$ cat src/assert_macros.svh
// Assertion macros used by the ranker RTL.
// No dependencies; include by bare file name.
`ifndef ASSERT_MACROS_SVH
`define ASSERT_MACROS_SVH

// Same-cycle implication, checked while out of reset.
`define ASSERT_IMP(lbl, clk, rst_n, ante, cons, msg) \
    lbl: assert property (@(posedge clk) disable iff (!rst_n) (ante) |-> (cons)) \
        else $error(msg);

// Next-cycle implication, checked while out of reset.
`define ASSERT_NXT(lbl, clk, rst_n, ante, cons, msg) \
    lbl: assert property (@(posedge clk) disable iff (!rst_n) (ante) |=> (cons)) \
        else $error(msg);

`endif

$ cat src/tkr_pkg.sv
// Types and constants for the top-k score table ranker.
// No dependencies.
`default_nettype none

package tkr_pkg;

    localparam int ENTRIES_DEF = 8;
    localparam int SCORE_W     = 31;
    localparam int TAG_W       = 16;
    localparam int POS_W       = 3;
    localparam int RANK_W      = 4;

    typedef struct packed {
        logic [SCORE_W-1:0] score;
        logic [TAG_W-1:0]   tag;
    } entry_t;

    typedef enum logic [2:0] {
        ST_IDLE,
        ST_ADM_RD,
        ST_ADM,
        ST_SORT,
        ST_WB,
        ST_EMIT,
        ST_DRAIN
    } state_t;

endpackage

`default_nettype wire

$ cat src/top_k_score_table_ranker.sv
// Top-k score table ranker: sorted table of scores and tags in one RAM.
// Depends on tkr_pkg and assert_macros.svh.
`default_nettype none

// Usage
//   Command channel: an offer (offered_score, offered_tag) is taken at a
//   rising edge with start high and busy low. busy stays high until the
//   table has been sorted and all but the final result beat are out.
//   Result channel: ENTRIES beats, one per cycle, each marked by out_valid
//   for exactly one cycle, slot 0 first; last_entry flags the final beat.
//   The receiver cannot stall; beats are simply presented and gone.
// Timing
//   All table entries live in one single-port-write, registered-read RAM.
//   An offer goes through the admission check, then one sort pass for each
//   a in 0..ENTRIES-2: the RAM read port carries one compare per cycle and
//   each pass ends with a write-back of the held entry. Emission reads
//   ENTRIES slots back to back. A new offer is taken only once the
//   previous one has been sorted and all but its final beat are out.
// Reset
//   rst_n clears per-entry valid bits; a slot never written reads as score
//   and tag zero, so no clearing pass is needed.
module top_k_score_table_ranker
#(
    parameter int ENTRIES = tkr_pkg::ENTRIES_DEF
)
(
    input  wire logic                         clk,
    input  wire logic                         rst_n,
    input  wire logic                         start,
    output logic                              busy,
    input  wire logic [tkr_pkg::SCORE_W-1:0]  offered_score,
    input  wire logic [tkr_pkg::TAG_W-1:0]    offered_tag,
    output logic                              out_valid,
    output logic [tkr_pkg::POS_W-1:0]         position,
    output logic [tkr_pkg::RANK_W-1:0]        rank,
    output logic [tkr_pkg::SCORE_W-1:0]       entry_score,
    output logic [tkr_pkg::TAG_W-1:0]         entry_tag,
    output logic                              admitted,
    output logic                              last_entry
);
    import tkr_pkg::*;

`include "assert_macros.svh"

    localparam int IDX_W = (ENTRIES > 1) ? $clog2(ENTRIES) : 1;
    localparam int CNT_W = $clog2(ENTRIES + 1);
    localparam logic [IDX_W-1:0] LAST_IDX  = IDX_W'(ENTRIES - 1);
    localparam logic [IDX_W-1:0] PENUL_IDX = IDX_W'(ENTRIES - 2);
    localparam logic [CNT_W-1:0] LAST_CNT  = CNT_W'(ENTRIES - 1);
    localparam logic [CNT_W-1:0] END_CNT   = CNT_W'(ENTRIES);

    // Table RAM and its valid bits
    entry_t                 mem [ENTRIES];
    logic [ENTRIES-1:0]     vld_reg;
    entry_t                 q_reg;
    logic                   rd_vld_reg;

    logic                   mem_re;
    logic [IDX_W-1:0]       mem_ra;
    logic                   mem_we;
    logic [IDX_W-1:0]       mem_wa;
    entry_t                 mem_wd;

    // Read tracking: which slot the RAM output belongs to, and why it was read
    logic [IDX_W-1:0]       rd_idx_reg;
    logic                   rd_is_a_reg, rd_is_a_next;
    logic                   rd_sort_reg, rd_sort_next;
    logic                   rd_emit_reg, rd_emit_next;

    // Sequencer
    state_t                 state_reg, state_next;
    logic [IDX_W-1:0]       a_reg, a_next;
    logic [CNT_W-1:0]       ptr_reg, ptr_next;
    entry_t                 a_ent_reg, a_ent_next;
    entry_t                 off_reg;
    logic                   adm_reg, adm_next;

    // Result beat registers
    logic                   ov_reg, ov_next;
    logic [POS_W-1:0]       pos_reg, pos_next;
    logic [CNT_W-1:0]       rank_reg, rank_next;
    entry_t                 ent_reg, ent_next;
    logic                   oadm_reg, oadm_next;
    logic                   last_reg, last_next;
    logic [SCORE_W-1:0]     prev_score_reg, prev_score_next;

    entry_t                 rd_ent;
    logic                   accept;

    assign accept = start && (state_reg == ST_IDLE);
    assign busy   = (state_reg != ST_IDLE);
    assign rd_ent = rd_vld_reg ? q_reg : '0;

    // ---------------- RAM ----------------
    always_ff @(posedge clk)
    begin
        if (mem_we)
        begin
            mem[mem_wa] <= mem_wd;
        end
        if (mem_re)
        begin
            q_reg <= mem[mem_ra];
        end
    end

    always_ff @(posedge clk or negedge rst_n)
    begin
        if (!rst_n)
        begin
            vld_reg    <= '0;
            rd_vld_reg <= 1'b0;
        end
        else
        begin
            if (mem_we)
            begin
                vld_reg[mem_wa] <= 1'b1;
            end
            if (mem_re)
            begin
                rd_vld_reg <= vld_reg[mem_ra];
            end
        end
    end

    // ---------------- next state ----------------
    always_comb
    begin
        state_next = state_reg;
        case (state_reg)
            ST_IDLE:
            begin
                if (start)
                begin
                    state_next = ST_ADM_RD;
                end
            end
            ST_ADM_RD: state_next = ST_ADM;
            ST_ADM:    state_next = ST_SORT;
            ST_SORT:
            begin
                if (rd_sort_reg && (rd_idx_reg == LAST_IDX))
                begin
                    state_next = ST_WB;
                end
            end
            ST_WB:
            begin
                if (a_reg == PENUL_IDX)
                begin
                    state_next = ST_EMIT;
                end
                else
                begin
                    state_next = ST_SORT;
                end
            end
            ST_EMIT:
            begin
                if (ptr_reg == LAST_CNT)
                begin
                    state_next = ST_DRAIN;
                end
            end
            ST_DRAIN:  state_next = ST_IDLE;
            default:   state_next = ST_IDLE;
        endcase
    end

    // ---------------- sequencer outputs ----------------
    // Reads and writes never hit the same slot in one cycle: a compare writes
    // slot b while slot b+1 is read, write-back of slot a goes with a read of
    // a+1, and the admission write to the last slot goes with a read of 0.
    always_comb
    begin
        mem_re       = 1'b0;
        mem_ra       = '0;
        mem_we       = 1'b0;
        mem_wa       = '0;
        mem_wd       = a_ent_reg;
        rd_is_a_next = 1'b0;
        rd_sort_next = 1'b0;
        rd_emit_next = 1'b0;
        a_next       = a_reg;
        ptr_next     = ptr_reg;
        a_ent_next   = a_ent_reg;
        adm_next     = adm_reg;
        case (state_reg)
            ST_IDLE:
            begin
            end
            ST_ADM_RD:
            begin
                mem_re = 1'b1;
                mem_ra = LAST_IDX;
            end
            ST_ADM:
            begin
                adm_next = (off_reg.score > rd_ent.score);
                if (off_reg.score > rd_ent.score)
                begin
                    mem_we = 1'b1;
                    mem_wa = LAST_IDX;
                    mem_wd = off_reg;
                end
                mem_re       = 1'b1;
                mem_ra       = '0;
                rd_is_a_next = 1'b1;
                a_next       = '0;
                ptr_next     = CNT_W'(1);
            end
            ST_SORT:
            begin
                if (ptr_reg < END_CNT)
                begin
                    mem_re       = 1'b1;
                    mem_ra       = ptr_reg[IDX_W-1:0];
                    rd_sort_next = 1'b1;
                    ptr_next     = ptr_reg + CNT_W'(1);
                end
                if (rd_is_a_reg)
                begin
                    a_ent_next = rd_ent;
                end
                else if (rd_sort_reg && (a_ent_reg.score <= rd_ent.score))
                begin
                    // swap: held slot a takes b, slot b takes old a
                    mem_we     = 1'b1;
                    mem_wa     = rd_idx_reg;
                    mem_wd     = a_ent_reg;
                    a_ent_next = rd_ent;
                end
            end
            ST_WB:
            begin
                mem_we = 1'b1;
                mem_wa = a_reg;
                mem_wd = a_ent_reg;
                if (a_reg == PENUL_IDX)
                begin
                    ptr_next = '0;
                end
                else
                begin
                    mem_re       = 1'b1;
                    mem_ra       = a_reg + IDX_W'(1);
                    rd_is_a_next = 1'b1;
                    a_next       = a_reg + IDX_W'(1);
                    ptr_next     = CNT_W'(a_reg) + CNT_W'(2);
                end
            end
            ST_EMIT:
            begin
                mem_re       = 1'b1;
                mem_ra       = ptr_reg[IDX_W-1:0];
                rd_emit_next = 1'b1;
                ptr_next     = ptr_reg + CNT_W'(1);
            end
            ST_DRAIN:
            begin
            end
            default:
            begin
            end
        endcase
    end

    // ---------------- result beat ----------------
    // Table is sorted descending, so rank changes only where the score does.
    always_comb
    begin
        ov_next         = rd_emit_reg;
        pos_next        = pos_reg;
        rank_next       = rank_reg;
        ent_next        = ent_reg;
        oadm_next       = oadm_reg;
        last_next       = 1'b0;
        prev_score_next = prev_score_reg;
        if (rd_emit_reg)
        begin
            pos_next        = POS_W'(rd_idx_reg);
            ent_next        = rd_ent;
            oadm_next       = adm_reg;
            last_next       = (rd_idx_reg == LAST_IDX);
            prev_score_next = rd_ent.score;
            if ((rd_idx_reg == '0) || (rd_ent.score != prev_score_reg))
            begin
                rank_next = CNT_W'(rd_idx_reg) + CNT_W'(1);
            end
        end
    end

    // ---------------- registers ----------------
    always_ff @(posedge clk or negedge rst_n)
    begin
        if (!rst_n)
        begin
            state_reg   <= ST_IDLE;
            rd_is_a_reg <= 1'b0;
            rd_sort_reg <= 1'b0;
            rd_emit_reg <= 1'b0;
            ov_reg      <= 1'b0;
            last_reg    <= 1'b0;
            a_reg       <= '0;
            ptr_reg     <= '0;
        end
        else
        begin
            state_reg   <= state_next;
            rd_is_a_reg <= rd_is_a_next;
            rd_sort_reg <= rd_sort_next;
            rd_emit_reg <= rd_emit_next;
            ov_reg      <= ov_next;
            last_reg    <= last_next;
            a_reg       <= a_next;
            ptr_reg     <= ptr_next;
        end
    end

    always_ff @(posedge clk)
    begin
        if (mem_re)
        begin
            rd_idx_reg <= mem_ra;
        end
        if (accept)
        begin
            off_reg.score <= offered_score;
            off_reg.tag   <= offered_tag;
        end
        a_ent_reg      <= a_ent_next;
        adm_reg        <= adm_next;
        pos_reg        <= pos_next;
        rank_reg       <= rank_next;
        ent_reg        <= ent_next;
        oadm_reg       <= oadm_next;
        prev_score_reg <= prev_score_next;
    end

    assign out_valid   = ov_reg;
    assign position    = pos_reg;
    assign rank        = RANK_W'(rank_reg);
    assign entry_score = ent_reg.score;
    assign entry_tag   = ent_reg.tag;
    assign admitted    = oadm_reg;
    assign last_entry  = last_reg;

    // ---------------- assertions ----------------
    `ASSERT_IMP(a_no_rw_clash, clk, rst_n, mem_we && mem_re, mem_wa != mem_ra,
                "RAM read and write hit the same slot")
    `ASSERT_IMP(a_read_kind, clk, rst_n, 1'b1,
                $onehot0({rd_is_a_reg, rd_sort_reg, rd_emit_reg}),
                "RAM read tagged with more than one use")
    `ASSERT_IMP(a_last_beat_idle, clk, rst_n, out_valid && last_entry, !busy,
                "final beat while still busy")
    `ASSERT_IMP(a_mid_beat_busy, clk, rst_n, out_valid && !last_entry, busy,
                "result beat out while idle")
    `ASSERT_NXT(a_wb_after_last, clk, rst_n,
                (state_reg == ST_SORT) && rd_sort_reg && (rd_idx_reg == LAST_IDX),
                state_reg == ST_WB, "sort pass did not end in write-back")

endmodule

`default_nettype wire
$ cat config.mk
export PLATFORM = sky130hd
export DESIGN_NAME = top_k_score_table_ranker
export DESIGN_NICKNAME = d
export VERILOG_FILES = /design/src/tkr_pkg.sv /design/src/top_k_score_table_ranker.sv
export VERILOG_INCLUDE_DIRS = /design/src /design/src/src
export SDC_FILE = /design/constraint.sdc
export NUM_CORES = 1
export LEC_CHECK = 0
export ABC_CLOCK_PERIOD_IN_PS = 7810
export CAP_MARGIN = 10
export CORE_ASPECT_RATIO = 1.25
export CORE_MARGIN = 2
export CORE_UTILIZATION = 63
export CTS_CLUSTER_SIZE = 28
export DETAILED_ROUTE_END_ITERATION = 8
export DONT_BUFFER_PORTS = 1
export GPL_ROUTABILITY_DRIVEN = 0
export PLACE_DENSITY = 0.85
export SETUP_SLACK_MARGIN = 0.1
export SLEW_MARGIN = 15
export SYNTH_ARGS = -nofsm -noshare
export SYNTH_HDL_FRONTEND = slang
export SYNTH_SLANG_ARGS = --single-unit
$ cat constraint.sdc
create_clock -name clk -period 7.81 [get_ports clk]
set_clock_uncertainty 0.1 [all_clocks]
set_input_delay 1.9525 -clock clk [delete_from_list [all_inputs] [get_ports clk]]
set_output_delay 1.9525 -clock clk [all_outputs]
set_load 0.05 [all_outputs]
==> flow_summary.toml <==
[grt]
overflow = 0
grt_use_total_pct = 27.33
grt_max_degree = 98
grt_pass1_wl_mm = 84.90
grt_pass1_vias = 15300
antenna_found_initial = 0

[layout]
final_layout_size_suffix_gt1_share_pct = 9.398
seq_area_um2 = 17900
nNetsFinal = 1970
n_antenna_cell = 0
multi_input_area_um2 = 6365
area_growth_pct = 9.508
top_register = "mem"
largest_register_ffs = 376
mostFrequentLayoutCells = "edfxtp_1 (576), nand2_1 (491), nand3_1 (246)"
layout_commonest_cell = "edfxtp_1"
nFillCells = 2347

[synth]
async_flop_share_pct = 4.000
synthDominantCellAreaShare_pct = 70.03
synth-edff-count = 576
yosys.area.top_type = "edfxtp_1"
synth_fp_nets = 1984
netlist_area_um2 = 24700
ys.flop_type = "edfxtp_1"
synth-seq-area-share_pct = 72.46
netlist_instances = 1865
syn_avg_cell_area_um2 = 13.24
ys_ff_latch = 600
synthTopCellsByArea = "edfxtp_1 (70%), nand2_1 (7.5%), nand3_1 (5.0%)"
synth_cell_types = 62
ys.warnings.count = 0

[worst_setup_path]
critical_path.max_stage_delay_ps = 1010
worst-path-buf-inv = 1
cp.arrival_ps = 6320
crit_chain = "nand2_1, ha_1, a21oi_1, o21a_1, o32ai_1, a2111oi_1, a21bo_2, nand3_2, nand3b_1, nor2_4, buf_4"
cp_max_fo = 31
crit_required_ps = 7940
critPathKind = "reg -> reg"
slowest_stage = "dfrtp_1"
timing.critical_path.max_delay_family = "simple AND/OR/NAND/NOR gates"
critPathLaunchType = "flip-flop"
end_kind = "flip-flop"

[sta]
fmax_mhz = 161.6
final.setup.worst_slack_ps = 1620
drv_slew = 0
finalSetupViolCount = 0
min_period_ps = 6190
period_share_pct = 79.25
fin_tns_setup_ps = 0
worst_pin_slew_ps = 1235
hold_violations = 0
rsz0062_at_grt = "no"
slew_headroom_pct = 17.65

[cts]
clock-sinks = 600
cts_root_buffer = "clkbuf_16"
cts_tree = "done"
htree_num_levels = 2
cts_buffers = 53
cts_resized = 0
post_cts_buffers = 0
ctsLongestPathBuffers = 3
cts_hold_buf = 0
path_clk_slew_ps = 70
clk_latency_ps = 600

[floorplan]
dieArea_um2 = 40820
rows = 81
dieWidth_um = 181.1
ioPinCount = 108
fp.coreArea_um2 = 38920
start_util_pct = 63.47
die_h_um = 225.4

[pwr]
switching_power_mw = 1.153
power.total_mw = 6.178
p_leak_nw = 9.743
power_frac_comb_pct = 0
p_int_mw = 5.025
peakVddDrop_mv = 0.1930
switching_share_pct = 18.66
pwr-share-clk_pct = 43.8
seqPwrFrac_pct = 56.2
p_per_area_nw_per_um2 = 228.4

[place]
place_ws_ps = 1792
port_buffers = 0
dp_hpwl_mm = 32.64

[detailed_routing]
via_per_inst = 6.410
drcViolationCount = 0
num_vias = 15330
wire_per_inst_um = 23.53
wirelength_mm = 56.30
drt-initial-drc-count = 1961
detail-route-antenna-nets = 0
dr.pass1.iters = 9

[status]
outcome = "completed"

[flow_run]
cap_viol_max_count = 0

[worst_hold_path]
holdCritPathClass = "reg -> reg"
-- metal layers --
| layer | wire (µm) | share of wire (%) | track usage (%) |
|---|---|---|---|
| met5 | 0 | 0 | 0 |
| met4 | 2599 | 4.6 | 14.56 |
| met3 | 5532 | 9.8 | 4.573 |
| met2 | 27840 | 49 | 45.38 |
| met1 | 20330 | 36 | 34.92 |
-- path summary, 6_finish.rpt --
path / from / end / slack (ps) / cells past startpoint
max in group asynchronous: rst_n / out_valid / 6580 / 0
worst min register to register: adm_reg / admitted / 330 / 0
worst min-delay path: adm_reg / admitted / 330 / 0
worst max-delay path: rd_vld_reg / mem[0][35] / 1620 / 11
min in group asynchronous: rst_n / rd_sort_reg / 940 / 0
worst max register to register: rd_vld_reg / mem[0][35] / 1620 / 11
-- cell type report --
class / count / area share, %
clock buffer: 59 / 4.987
clock inverter: 39 / 1.688
inverter: 47 / 0.6615
multi-input combinational: 1128 / 23.53
sequential: 600 / 66.17
tap: 498 / 2.304
timing repair buffer: 21 / 0.6569
-- cell usage after synthesis (6+ instances only) --
cell type,n
nor2_1,25
nand4_1,9
a21o_1,9
nand2_1,492
dfrtp_1,24
nand3_1,247
edfxtp_1,576
o21a_1,6
mux2_2,46
a21oi_1,31
inv_1,46
o21ai_0,56
buf_2,26
and2_1,20
ha_1,69
clkbuf_1,54
o21ai_1,7
nor4_1,7
xnor2_1,26
buf_1,10
-- cells by family (layout without fill, tap and decap cells) --
logic type	count (synthesis)	count (layout)	synth area share [%]
compound gates	148	148	3.759
xor+xnor	31	31	1.099
fa+ha+maj	69	69	3.495
buf+inv	137	166	2.214
flops	600	600	72.46
mux	47	47	2.138
simple gates	833	833	14.84
-- power groups by stage --
stage / clock, mW / combinational [mW] / sequential, mW
floorplan: 0 / 0.000103 / 3.54
finish: 2.70 / 0.000267 / 3.47
global route: 2.82 / 0.000297 / 3.47
detailed placement: 0 / 0.000258 / 3.54
CTS: 2.72 / 0.000267 / 3.47
global placement: 0 / 0.000260 / 3.54
-- through the flow --
step	utilization [%]	cells	hold WS [ps]	cell area [µm²]
after floorplan	-	1865	300.3	24700
after global placement	64.79	2293	311.6	25210
after detailed placement	64.79	2293	314.4	25220
after CTS	69.43	2391	338.1	27020
after global routing	69.50	2392	370.3	27050
final	69.50	2392	334.0	27050
Note: power is estimated with default switching activity, not from simulation.
